**src/rtl/gse_pkg.sv**
```systemverilog
// shared types, constants and lookup functions for the 6-and-2 gcr sector encoder
// no dependencies; used by gse_ctrl, gse_datapath and the top level
`default_nettype none

package gse_pkg;

	// request codes
	localparam logic [1:0] REQ_START = 2'd0;
	localparam logic [1:0] REQ_LOAD  = 2'd1;
	localparam logic [1:0] REQ_PULL  = 2'd2;

	localparam int unsigned SEC_BYTES = 256;
	localparam int unsigned AUX_LEN   = 86;
	localparam int unsigned AUX_AW    = 7;
	localparam int unsigned PRI_AW    = 8;

	// nibble positions inside one sector image
	localparam logic [8:0] POS_DATA_START = 9'd28;
	localparam logic [8:0] POS_PRIMARY    = 9'd114;
	localparam logic [8:0] POS_LANE2_END  = 9'd112;
	localparam logic [8:0] POS_CSUM       = 9'd370;
	localparam logic [8:0] POS_EPI_AA     = 9'd372;
	localparam logic [8:0] POS_FINAL      = 9'd373;

	localparam logic [6:0] AUX_LAST_IDX = 7'd85;
	localparam logic [7:0] VOLUME_RESET = 8'd254;
	localparam logic [7:0] NIB_SYNC     = 8'hff;

	localparam logic [7:0] GCR_TABLE [64] = '{
		8'h96, 8'h97, 8'h9a, 8'h9b, 8'h9d, 8'h9e, 8'h9f, 8'ha6,
		8'ha7, 8'hab, 8'hac, 8'had, 8'hae, 8'haf, 8'hb2, 8'hb3,
		8'hb4, 8'hb5, 8'hb6, 8'hb7, 8'hb9, 8'hba, 8'hbb, 8'hbc,
		8'hbd, 8'hbe, 8'hbf, 8'hcb, 8'hcd, 8'hce, 8'hcf, 8'hd3,
		8'hd6, 8'hd7, 8'hd9, 8'hda, 8'hdb, 8'hdc, 8'hdd, 8'hde,
		8'hdf, 8'he5, 8'he6, 8'he7, 8'he9, 8'hea, 8'heb, 8'hec,
		8'hed, 8'hee, 8'hef, 8'hf2, 8'hf3, 8'hf4, 8'hf5, 8'hf6,
		8'hf7, 8'hf9, 8'hfa, 8'hfb, 8'hfc, 8'hfd, 8'hfe, 8'hff
	};

	// controller to datapath commands
	typedef struct packed {
		logic start;   // latch track/sector, restart load and emission
		logic load;    // store one data byte
		logic rd;      // launch store read for the pending pull
		logic commit;  // write result register and advance emission
	} gse_cmd_t;

	// 4-and-4: odd bits first, then even bits, each padded with ones
	function automatic logic [7:0] enc44(input logic [7:0] v, input logic second);
		logic [7:0] x;
		begin
			x = second ? v : {1'b0, v[7:1]};
			return (x & 8'h55) | 8'haa;
		end
	endfunction

	// gaps, prologs, epilog and address field for positions below the data field
	function automatic logic [7:0] header_nibble(input logic [4:0] pos, input logic [7:0] vol,
			input logic [7:0] trk, input logic [7:0] sec);
		logic [7:0] csum;
		logic [7:0] r;
		begin
			csum = vol ^ trk ^ sec;
			case (pos) inside
				[5'd0:5'd5]:   r = NIB_SYNC;
				5'd6:          r = 8'hd5;
				5'd7:          r = 8'haa;
				5'd8:          r = 8'h96;
				[5'd9:5'd10]:  r = enc44(vol, pos == 5'd10);
				[5'd11:5'd12]: r = enc44(trk, pos == 5'd12);
				[5'd13:5'd14]: r = enc44(sec, pos == 5'd14);
				[5'd15:5'd16]: r = enc44(csum, pos == 5'd16);
				5'd17:         r = 8'hde;
				5'd18:         r = 8'haa;
				5'd19:         r = 8'heb;
				[5'd20:5'd24]: r = NIB_SYNC;
				5'd25:         r = 8'hd5;
				5'd26:         r = 8'haa;
				5'd27:         r = 8'had;
				default:       r = NIB_SYNC;
			endcase
			return r;
		end
	endfunction

endpackage

`default_nettype wire

```
**src/rtl/gse_ram.sv**
```systemverilog
// generic single-write, single-read ram with registered read data
// no dependencies
`default_nettype none

module gse_ram #(
	parameter int unsigned WIDTH = 8,
	parameter int unsigned DEPTH = 256
) (
	input  wire logic                     clk,
	input  wire logic                     we,
	input  wire logic [$clog2(DEPTH)-1:0] waddr,
	input  wire logic [WIDTH-1:0]         wdata,
	input  wire logic                     re,
	input  wire logic [$clog2(DEPTH)-1:0] raddr,
	output      logic [WIDTH-1:0]         rdata
);

	logic [WIDTH-1:0] mem_q [DEPTH];

	always_ff @(posedge clk) begin
		if (we) begin
			mem_q[waddr] <= wdata;
		end
		if (re) begin
			rdata <= mem_q[raddr];
		end
	end

endmodule

`default_nettype wire

```
**src/rtl/gse_ctrl.sv**
```systemverilog
// controller: input/output handshakes and pull sequencing
// depends on gse_pkg
`default_nettype none

module gse_ctrl (
	input  wire logic              clk,
	input  wire logic              arst_n,
	input  wire logic              in_valid,
	output      logic              in_ready,
	input  wire logic [1:0]        req_type,
	output      logic              out_valid,
	input  wire logic              out_ready,
	output      gse_pkg::gse_cmd_t cmd
);

	localparam logic ST_IDLE = 1'b0;
	localparam logic ST_READ = 1'b1;

	logic state_q;
	logic out_valid_q;
	logic in_acc;
	logic slot_free;

	assign in_ready  = (state_q == ST_IDLE);
	assign in_acc    = in_valid && in_ready;
	assign slot_free = !out_valid_q || out_ready;
	assign out_valid = out_valid_q;

	always_comb begin
		cmd.start  = in_acc && (req_type == gse_pkg::REQ_START);
		cmd.load   = in_acc && (req_type == gse_pkg::REQ_LOAD);
		cmd.rd     = in_acc && (req_type == gse_pkg::REQ_PULL);
		cmd.commit = (state_q == ST_READ) && slot_free;
	end

	always_ff @(posedge clk or negedge arst_n) begin
		if (!arst_n) begin
			state_q     <= ST_IDLE;
			out_valid_q <= 1'b0;
		end else begin
			case (state_q)
				ST_IDLE: begin
					if (cmd.rd) begin
						state_q <= ST_READ;
					end
				end
				ST_READ: begin
					// hold here until the result register can take the nibble
					if (slot_free) begin
						state_q <= ST_IDLE;
					end
				end
				default: state_q <= ST_IDLE;
			endcase
			if (cmd.commit) begin
				out_valid_q <= 1'b1;
			end else if (out_ready) begin
				out_valid_q <= 1'b0;
			end
		end
	end

endmodule

`default_nettype wire

```
**src/rtl/gse_datapath.sv**
```systemverilog
// datapath: sector stores, load counters, nibble generation and result register
// depends on gse_pkg and gse_ram
`default_nettype none

module gse_datapath (
	input  wire logic              clk,
	input  wire logic              arst_n,
	input  wire gse_pkg::gse_cmd_t cmd,
	input  wire logic [7:0]        data_byte,
	input  wire logic [7:0]        track_num,
	input  wire logic [7:0]        sector_num,
	input  wire logic              cfg_we,
	input  wire logic [7:0]        cfg_data,
	output      logic [7:0]        nibble,
	output      logic              last,
	output      logic              underrun
);

	logic [7:0] volume_q;
	logic [7:0] track_q;
	logic [7:0] sector_q;
	logic [8:0] load_cnt_q;
	logic [6:0] aux_idx_q;
	logic [1:0] lane_q;
	logic       ready_q;
	logic [8:0] emit_pos_q;
	logic [5:0] prev_q;
	logic [7:0] nibble_q;
	logic       last_q;
	logic       underrun_q;

	logic       load_ok;
	logic [1:0] pair;
	logic [5:0] pri_rdata;
	logic [1:0] lane_rdata [3];
	logic [8:0] aux_off;
	logic [8:0] pri_off;
	logic [5:0] cur;
	logic [7:0] nib_d;
	logic       chain;
	logic       lane2_we;
	logic       lane1_we;
	logic       lane0_we;

	assign load_ok  = cmd.load && !load_cnt_q[8];
	assign pair     = {data_byte[0], data_byte[1]};
	assign lane0_we = load_ok && (lane_q == 2'd0);
	assign lane1_we = load_ok && (lane_q == 2'd1);
	assign lane2_we = load_ok && (lane_q == 2'd2);
	assign aux_off  = emit_pos_q - gse_pkg::POS_DATA_START;
	assign pri_off  = emit_pos_q - gse_pkg::POS_PRIMARY;

	gse_ram #(.WIDTH(6), .DEPTH(gse_pkg::SEC_BYTES)) u_primary (
		.clk   (clk),
		.we    (load_ok),
		.waddr (load_cnt_q[gse_pkg::PRI_AW-1:0]),
		.wdata (data_byte[7:2]),
		.re    (cmd.rd),
		.raddr (pri_off[gse_pkg::PRI_AW-1:0]),
		.rdata (pri_rdata)
	);

	// secondary store split in three 2-bit lanes so every entry is written once
	gse_ram #(.WIDTH(2), .DEPTH(gse_pkg::AUX_LEN)) u_lane0 (
		.clk   (clk),
		.we    (lane0_we),
		.waddr (aux_idx_q),
		.wdata (pair),
		.re    (cmd.rd),
		.raddr (aux_off[gse_pkg::AUX_AW-1:0]),
		.rdata (lane_rdata[0])
	);

	gse_ram #(.WIDTH(2), .DEPTH(gse_pkg::AUX_LEN)) u_lane1 (
		.clk   (clk),
		.we    (lane1_we),
		.waddr (aux_idx_q),
		.wdata (pair),
		.re    (cmd.rd),
		.raddr (aux_off[gse_pkg::AUX_AW-1:0]),
		.rdata (lane_rdata[1])
	);

	gse_ram #(.WIDTH(2), .DEPTH(gse_pkg::AUX_LEN)) u_lane2 (
		.clk   (clk),
		.we    (lane2_we),
		.waddr (aux_idx_q),
		.wdata (pair),
		.re    (cmd.rd),
		.raddr (aux_off[gse_pkg::AUX_AW-1:0]),
		.rdata (lane_rdata[2])
	);

	always_comb begin
		chain = 1'b0;
		cur   = 6'd0;
		if (emit_pos_q < gse_pkg::POS_PRIMARY) begin
			// last two secondary entries only ever get two pairs
			cur = {(emit_pos_q >= gse_pkg::POS_LANE2_END) ? 2'b00 : lane_rdata[2],
				lane_rdata[1], lane_rdata[0]};
		end else if (emit_pos_q < gse_pkg::POS_CSUM) begin
			cur = pri_rdata;
		end
		if (!ready_q) begin
			nib_d = gse_pkg::NIB_SYNC;
		end else if (emit_pos_q < gse_pkg::POS_DATA_START) begin
			nib_d = gse_pkg::header_nibble(emit_pos_q[4:0], volume_q, track_q, sector_q);
		end else if (emit_pos_q <= gse_pkg::POS_CSUM) begin
			chain = 1'b1;
			nib_d = gse_pkg::GCR_TABLE[cur ^ prev_q];
		end else if (emit_pos_q < gse_pkg::POS_EPI_AA) begin
			nib_d = 8'hde;
		end else if (emit_pos_q == gse_pkg::POS_EPI_AA) begin
			nib_d = 8'haa;
		end else begin
			nib_d = 8'heb;
		end
	end

	always_ff @(posedge clk or negedge arst_n) begin
		if (!arst_n) begin
			volume_q   <= gse_pkg::VOLUME_RESET;
			track_q    <= 8'd0;
			sector_q   <= 8'd0;
			load_cnt_q <= 9'd0;
			aux_idx_q  <= 7'd0;
			lane_q     <= 2'd0;
			ready_q    <= 1'b0;
			emit_pos_q <= 9'd0;
			prev_q     <= 6'd0;
		end else begin
			if (cfg_we) begin
				volume_q <= cfg_data;
			end
			if (cmd.start) begin
				track_q    <= track_num;
				sector_q   <= sector_num;
				load_cnt_q <= 9'd0;
				aux_idx_q  <= 7'd0;
				lane_q     <= 2'd0;
				ready_q    <= 1'b0;
				emit_pos_q <= 9'd0;
				prev_q     <= 6'd0;
			end
			if (load_ok) begin
				load_cnt_q <= load_cnt_q + 9'd1;
				if (aux_idx_q == gse_pkg::AUX_LAST_IDX) begin
					aux_idx_q <= 7'd0;
					lane_q    <= lane_q + 2'd1;
				end else begin
					aux_idx_q <= aux_idx_q + 7'd1;
				end
				if (load_cnt_q[7:0] == 8'hff) begin
					ready_q <= 1'b1;
				end
			end
			if (cmd.commit && ready_q) begin
				if (emit_pos_q >= gse_pkg::POS_FINAL) begin
					emit_pos_q <= 9'd0;
					prev_q     <= 6'd0;
					ready_q    <= 1'b0;
				end else begin
					emit_pos_q <= emit_pos_q + 9'd1;
					if (chain) begin
						prev_q <= cur;
					end
				end
			end
		end
	end

	// result register, payload only
	always_ff @(posedge clk) begin
		if (cmd.commit) begin
			nibble_q   <= nib_d;
			last_q     <= ready_q && (emit_pos_q >= gse_pkg::POS_FINAL);
			underrun_q <= !ready_q;
		end
	end

	assign nibble   = nibble_q;
	assign last     = last_q;
	assign underrun = underrun_q;

endmodule

`default_nettype wire

```
**src/rtl/gcr_6and2_sector_encoder_unit.sv**
```systemverilog
// 6-and-2 gcr sector encoder: usage
// input channel (in_valid/in_ready) carries req_type, data_byte, track_num and
// sector_num. a start transaction latches track and sector and restarts loading;
// the next 256 load transactions deliver the sector bytes, later ones are dropped.
// each pull transaction returns one result on the output channel (out_valid/
// out_ready): the next of 374 disk nibbles, with last high on the final epilog
// byte, or 0xff with underrun high when no full sector is loaded or the loaded
// one is already fully emitted. start and load transactions give no result; a
// new item can follow in the next cycle. a pull first does the synchronous store
// read, then the xor chain and translation into the result register, which sets
// out_valid; in_ready stays low from the pull until its result is written. while
// a result waits for out_ready, start and load transactions are still taken; a
// further pull holds in_ready low until the result register frees up. the config
// channel (cfg_valid/cfg_ready/cfg_data) writes the volume number at any cycle.
// reset sets the volume to 254 with no sector loaded; the stores need no clearing
// pass.
// depends on gse_pkg, gse_ctrl, gse_datapath and gse_ram
`default_nettype none

module gcr_6and2_sector_encoder_unit (
	input  wire logic       clk,
	input  wire logic       arst_n,
	input  wire logic       in_valid,
	output      logic       in_ready,
	input  wire logic [1:0] req_type,
	input  wire logic [7:0] data_byte,
	input  wire logic [7:0] track_num,
	input  wire logic [7:0] sector_num,
	output      logic       out_valid,
	input  wire logic       out_ready,
	output      logic [7:0] nibble,
	output      logic       last,
	output      logic       underrun,
	input  wire logic       cfg_valid,
	output      logic       cfg_ready,
	input  wire logic [7:0] cfg_data
);

	gse_pkg::gse_cmd_t cmd;

	assign cfg_ready = 1'b1;

	gse_ctrl u_ctrl (
		.clk       (clk),
		.arst_n    (arst_n),
		.in_valid  (in_valid),
		.in_ready  (in_ready),
		.req_type  (req_type),
		.out_valid (out_valid),
		.out_ready (out_ready),
		.cmd       (cmd)
	);

	gse_datapath u_datapath (
		.clk        (clk),
		.arst_n     (arst_n),
		.cmd        (cmd),
		.data_byte  (data_byte),
		.track_num  (track_num),
		.sector_num (sector_num),
		.cfg_we     (cfg_valid && cfg_ready),
		.cfg_data   (cfg_data),
		.nibble     (nibble),
		.last       (last),
		.underrun   (underrun)
	);

endmodule

`default_nettype wire
```
**config.mk**
```make
export PLATFORM = sky130hd
export DESIGN_NAME = gcr_6and2_sector_encoder_unit
export DESIGN_NICKNAME = d
export VERILOG_FILES = /design/src/rtl/gse_pkg.sv /design/src/rtl/gse_ram.sv /design/src/rtl/gse_ctrl.sv /design/src/rtl/gse_datapath.sv /design/src/rtl/gcr_6and2_sector_encoder_unit.sv
export SDC_FILE = /design/constraint.sdc
export NUM_CORES = 2
export LEC_CHECK = 0
export ABC_AREA = 1
export BUFFER_PORTS_ARGS = -buffer_cell sky130_fd_sc_hd__buf_2
export CORE_MARGIN = 8
export CORE_UTILIZATION = 50
export CTS_CLUSTER_DIAMETER = 30
export DETAILED_ROUTE_END_ITERATION = 12
export HOLD_SLACK_MARGIN = 0.12
export PLACE_DENSITY = 0.77
export SLEW_MARGIN = 15
export SYNTH_ARGS = -nofsm -noshare
export SYNTH_HDL_FRONTEND = slang
export SYNTH_SLANG_ARGS = --single-unit
```
**constraint.sdc**
```tcl
create_clock -name clk -period 4.7 [get_ports clk]
set_input_delay 0.94 -clock clk [delete_from_list [all_inputs] [get_ports clk]]
set_output_delay 0.94 -clock clk [all_outputs]
set_load 0.005 [all_outputs]
```
======== Yosys cells after proc, flatten, opt, wreduce, memory -nomap -nowiden ========
Memories as Yosys holds them, arrays and structs flattened. A register that Yosys moved wholly into a read port is not among the register bits.
Index checks and enable logic that the tools add are counted.
word-level totals
  ROM bits ................................ 512
  output and inout bits ................... 13
  RAM bits ................................ 2,052
  memories ................................ 5
  logic and storage cells ................. 159
  input bits .............................. 39
  register bits after elaboration ......... 70
operators by class
  order comparisons ....................... 20
  bitwise operators ....................... 5
  reduce and logical (&&, ||, !) cells .... 26
  equality and inequality tests ........... 20
  muxes and demuxes ....................... 63
  add/subtract/negate cells ............... 6
memories
  memory                      words  bits a word  read ports  clocked after memory_dff  write ports  line                 source
  u_datapath.u_primary.mem_q  256    6            1           1                         1            gse_ram.sv:18        logic [WIDTH-1:0] mem_q [DEPTH];
  (no name shown)             64     8            1           0                         0            gse_datapath.sv:110  nib_d = gse_pkg::GCR_TABLE[cur ^ prev_q];
  u_datapath.u_lane0.mem_q    86     2            1           1                         1            gse_ram.sv:18
  u_datapath.u_lane1.mem_q    86     2            1           1                         1            gse_ram.sv:18
  u_datapath.u_lane2.mem_q    86     2            1           1                         1            gse_ram.sv:18
operator list
  kind                   count
  $mux W8                19
  $mux W7                9
  $mux W6                6
  $mux W9                4
  $eq A5 B5 Y1 const B   7
  $eq A5 B4 Y1 const B   4
  $ge A5 B4 Y1 const B   4
  $mux W1                20
  $add A9 B1 Y9 const B  2
  $lt A9 B9 Y1 const B   2
  $logic_and A1 B1 Y1    17
  $xor A8 B8 Y8          2
  $le A5 B4 Y1 const B   3
  $eq A5 B3 Y1 const B   2
  $le A5 B5 Y1 const B   2
  $eq A9 B9 Y1 const B   1
  $ge A9 B7 Y1 const B   1
  $ge A9 B9 Y1 const B   1
  $le A9 B9 Y1 const B   1
  $lt A9 B5 Y1 const B   1
  $lt A9 B7 Y1 const B   1
  $eq A8 B8 Y1 const B   1
  $mux W2                4
  $sub A8 B7 Y8 const B  1
  18 further kinds       25

======== Depth between registers and ports, before layout ========
  depth in word-level cells ............... 17
  gate-level depth with buffers ........... 25
  gate-level depth less buffers ........... 21

======== Cells and area by module ========
From an unflattened synthesis, not the netlist that was laid out.
unflattened totals
  cells, all modules ...................... 8,274
  area total of the unflattened synthesis .. 91,147.4 µm²
by module, submodules not included
  module                            cells an instance  area each (µm²)  seq. area each (µm²)  instances
  gse_ram (u_datapath.u_primary)    5,386              63,211.9         46,304.4              1
  gse_ram (u_datapath.u_lane0 ...)  701                7,472.2          5,225.0               3
  gse_datapath                      762                5,381.4          1,730.4               1
  gse_ctrl                          21                 126.4            50.0                  1
  gcr_6and2_sector_encoder_unit     2                  11.3             0.0                   1

======== Worst setup path before layout ========
Ideal clock, no wire load.
  path type ............................... reg2reg
  start ................................... register u_datapath.emit_pos_q[1]
  end ..................................... register u_datapath.nibble_q[4] (netlist: u_datapath.nibble[4]) (data pin)
  setup time .............................. 252 ps
  stages on the path, launching flop included .. 25
  path buffers ............................ 4
  arrival ................................. 3,036 ps
  setup slack ............................. 1,412 ps
  required time ........................... 4,448 ps
  period minus slack after synthesis ...... 3,288 ps
  cell sequence ........................... dfrtp_1 > buf_2 > inv_2 > buf_4 > buf_4 > clkbuf_1 > ha_1 > nand2_2 > nand2_1 > nand2_2 > inv_1 > nand2_1 > nand2_1 > nand2_1 > nand2_1 > ha_1 > inv_1 > nand2_1 > nand2_1 > o21ai_0 > nand2_1 > nand2_1 > nand3_1 > nand2_1 > nand2_1
on the way
  longest elaborated chain between the ends .. 17
  elaborated cells between the ends (all ways) .. 67
  classes of those cells .................. order compare (18); eq/ne (13); mux (27); bitwise (2); reduce/logical (6); memory (1)
RTL lines
  what                                                                   line                 source
  start, declared                                                        gse_datapath.sv:26   logic [8:0] emit_pos_q;
  start signal, assigned                                                 gse_datapath.sv:163  emit_pos_q <= emit_pos_q + 9'd1;
  parallel branches: the longest is 16 deep, another holds $lt A9 B9 Y1  -
  $mux W8 (*)                                                            gse_datapath.sv:106  end else if (emit_pos_q < gse_pkg::POS_DATA_START) begin
  end signal, assigned                                                   gse_datapath.sv:175  nibble_q <= nib_d;
  end, declared                                                          gse_datapath.sv:28   logic [7:0] nibble_q;
Every way passes the cells marked *. The select of a mux whose other input is x is not followed.
A chain may end at the register's enable or synchronous reset.

======== Worst setup path in the final report ========
  start ................................... register u_datapath.emit_pos_q[1]
  end ..................................... register u_datapath.u_primary.rdata[5], read port of u_datapath.u_primary.mem_q (data pin)
on the way
  longest elaborated chain between the ends .. 1
RTL lines
  what           line                source
  $sub A8 B7 Y8  gse_datapath.sv:51  assign pri_off = emit_pos_q - gse_pkg::POS_PRIMARY;
  end, declared  gse_ram.sv:15       output logic [WIDTH-1:0] rdata
Every way passes these cells.

==> summary.txt <==
Flow run
  – Max-Cap Viols: 0

GRT
  – Largest net degree at the start of global routing: between 200 and 250
  – GRT overflow: 0
  – Tot GR Track Use: 0.241
  – Vias in the first global route: ~63000
  – Initial antenna violation count: 3
  – First-pass GRT wire length: approximately 360000 µm

Yosys
  – Mapped Area: 89100 µm²
  – Ys flop type: edfxtp_1
  – Synthesis Warnings: 0
  – Cell count after synthesis: between 7000 and 8000
  – Number of unique standard cell types used by synthesis: just over 50
  – FF+latch count, synth: 2133
  – Syn avg cell area: approximately 12 µm²
  – Register area share after synthesis: 0.716
  – Fraction of registers with async set or reset after synthesis: 0.0281
  – Number of synthesized flops with an enable pin: about 2100

Clock tree
  – Clk_lat worst skew: between 900 and 1000 ps
  – Root Driver: clkbuf_16
  – # hold bufs at CTS: 1
  – CTS tree: built
  – Num CTS Buffers: between 300 and 400
  – Clk sinks: approximately 2100
  – Setup Buffers After CTS: 0
  – Post-CTS Resized: 0
  – H-tree levels: 5
  – CTS max path bufs: 4
  – Clock-pin slew on the worst setup and hold paths: ~50 ps

Route
  – DRC viols: 0
  – Via count: around 63000
  – Mean number of vias per cell: roughly 6.2
  – Post-DRT Antenna Nets: 0
  – First-pass detailed-route iteration total: 12
  – Max Used Layer: met5
  – Met3 routed WL: between 20000 and 30000 µm
  – Met1 wire length: 88500 µm
  – Mean routed wirelength per cell: ~24 µm
  – WL met2: around 110000 µm
  – DRT Wirelength: about 240000 µm
  – Starting DRT DRC Count: roughly 9000

Floorplan
  – Die ar.: between 150000 and 200000 µm²
  – Site row count: roughly 160
  – Die Height: 438 µm
  – Initial Utilization: 0.501
  – I/O pin total: 52
  – CORE AREA: around 180000 µm²
  – Die X: 438 µm

Pwr
  – P_sw: 10.4 mW
  – Comb pwr share: 0.023
  – Sw Ratio: 0.207
  – Reg power frac: 0.419
  – Clock power frac: 0.558
  – Pleak: roughly 34 nW
  – Peak supply drop: around 0.44 mV
  – Cell Int Power: between 30 and 40 mW
  – Pwr Density: ~480 nW/µm²

Setup path
  – Worst Path Arrival: around 4800 ps
  – Crit path capture type: flip-flop
  – Crit path kind: flip-flop to flip-flop
  – Levels on crit path: 9
  – Worst path slowest cell: clkinv_1
  – R2R cell count: 9
  – Worst r2r src: u_datapath.emit_pos_q[1]
  – CP bufs+invs: 2
  – Startpoint types: flip-flop
  – Crit path max-delay family: buffers and inverters
  – Crit path from: u_datapath.emit_pos_q[1]
  – Critical Path RT: between 5000 and 6000 ps
  – CP cell instances: inv_8, ha_4, a21oi_4, xor2_2, clkinv_1, nand3_1, nand3_1, nand3_1, nand2_1
  – Worst path max stage delay: between 900 and 1000 ps
  – CP max FO: 53
  – Crit path top cell by count: nand3_1

STA
  – Setup TNS Final: 0 ps
  – Final setup vio count: 0
  – Worst rel slew slack: 0.189
  – Tcrit/Tclk final: 0.873
  – Clk_skew: 104 ps
  – Min cycle time layout: between 4000 and 5000 ps
  – Final hold violation count: 0
  – RSZ-0062 raised after global routing: no
  – Slew @ Worst Pin: 1210 ps
  – Hold WS: 240 ps
  – Final Slew Violations: 0
  – FMAX: about 240 MHz

Place
  – Port-buffer cells: 49
  – Gpl congestion: a little under 0.9
  – Dpl hpwl: 130000 µm

Run status
  – Outcome: finished, final reports clean

Final layout
  – Share of layout cells above drive strength 1: 0.108
  – Fill cells: ~13000
  – Layout area overhead: 17.3%
  – Final net count: 7545
  – Storage element area: 63800 µm²
  – Final core occ: 0.588
  – Footprint of the multi-input gates: 22700 µm²

Min path
  – Hold path depth: 3
  – HP Class: input pin to flip-flop
  – Worst hold start: track_num[5]
[cell usage after synthesis (all sizes together), types with 29 or more instances]
cell    instances  area, µm²
nand2         414       1600
o22ai         228       1430
nor2         1969       7400
o311ai         37        324
edfxtp       2073      62200
o21ai        1074       5390
buf           213       1170
nand3         397       2020
o211ai        358       2690
ha             29        363
clkbuf        319       1200
dfrtp          53       1330
a21oi          51        267
inv           109        412
[worst min-delay path: stages]
cell and delay, ps:
buf_2 80, nand2_1 50, nand2_1 60
[cells in the final DEF (no fill, tap or decap), types with 12 or more instances in the layout]
cell        instances
inv_1              94
xor2_1             13
buf_12             33
dfrtp_1            50
clkinv_4           18
nand3_2            12
buf_2              41
a21oi_1            50
clkbuf_1           45
o211ai_1          358
nand2_1           395
clkbuf_16         391
nand2_2            15
o221ai_1           23
buf_4              69
o22ai_1           228
clkinv_1           50
edfxtp_1         2073
o21ai_0          1045
nand3_1           385
bufinv_16          62
ha_1               28
nor2_1           1964
clkinvlp_4         40
nor3_1             14
inv_6              28
clkinv_2           58
o311ai_0           29
o21ai_1            25
[final timing paths]
| check | endpoint | slack (ps) |
|---|---|---|
| hold reg to reg | u_ctrl.out_valid | 510 |
| min in group asynchronous | u_datapath.ready_q | 570 |
| setup / recovery | u_datapath.u_primary.rdata[5] | 600 |
| setup reg to reg | u_datapath.u_primary.rdata[5] | 600 |
| max in group asynchronous | u_datapath.sector_q[2] | 2990 |
| hold / removal | u_datapath.track_q[5] | 240 |
[final cells by class]
class / count / share of cell area
multi-input cells: 4689 / 0.217
well taps: 2355 / 0.0282
repair buffers: 152 / 0.0143
diodes: 3 / 0.0000718
clock buffers: 440 / 0.0958
inverters: 111 / 0.00421
flip-flops and latches: 2133 / 0.610
clock inverters: 257 / 0.0301
[cells by family (layout without fill, tap and decap cells)]
group	Yosys count	in the layout	synth area share
DFF	2133	2133	0.716
muxes	13	13	0.00152
buffers and inverters	643	960	0.0313
xor gates and xnor gates	27	27	0.00274
and+or+nand+nor	2819	2819	0.127
AOI/OAI and AO/OA	1799	1799	0.118
adders and majority gates	29	29	0.00407
other	1	5	0.0000421
[layer usage]
| metal | global-route usage | up-vias |
|---|---|---|
| met5 | 0 | - |
| met3 | 0.0604 | 778 |
| met2 | 0.382 | 4644 |
| li1 | - | 27347 |
| met1 | 0.313 | 30487 |
| met4 | 0.118 | 2 |
[power groups by stage]
stage	Sequential [mW]	Clock (mW)	Combinational, mW
detailed placement	21.4	0	1.14
global route	21.0	29.0	1.24
finish	21.0	28.0	1.18
global placement	21.4	0	1.13
floorplan	21.4	0	0.495
CTS	21.0	28.1	1.15
[stage by stage]
step           cells  total power, mW  setup slack (ps)  cell area [µm²]
2_1_floorplan   7465             21.9              1410            89100
3_3_place_gp    9439             22.5              1010            91300
3_5_place_dp    9439             22.5               896            91300
4_1_cts        10137             50.3              1010           105000
5_1_grt        10137             51.3               504           105000
6_report       10140             50.3               598           105000
[state kept, by name (all words and copies together) (netlist names)]
name	cells
u_datapath.nibble	7
u_datapath.prev_q	6
u_datapath.lane_q	2
u_datapath.u_lane1.rdata	2
u_ctrl.out_valid	1
u_datapath.u_primary.mem_q	1536
u_datapath.load_cnt_q	9
u_datapath.emit_pos_q	9
u_datapath.u_lane0.rdata	2
u_datapath.aux_idx_q	7
u_datapath.u_lane2.mem_q	172
u_datapath.last	1
u_datapath.u_lane1.mem_q	172
u_ctrl.state_q	1
u_datapath.underrun	1
u_datapath.u_lane2.rdata	2
u_datapath.sector_q	8
u_datapath.ready_q	1
u_datapath.u_lane0.mem_q	172
u_datapath.track_q	8
u_datapath.u_primary.rdata	6
u_datapath.volume_q	8
Note: power is estimated with default switching activity, not from simulation.
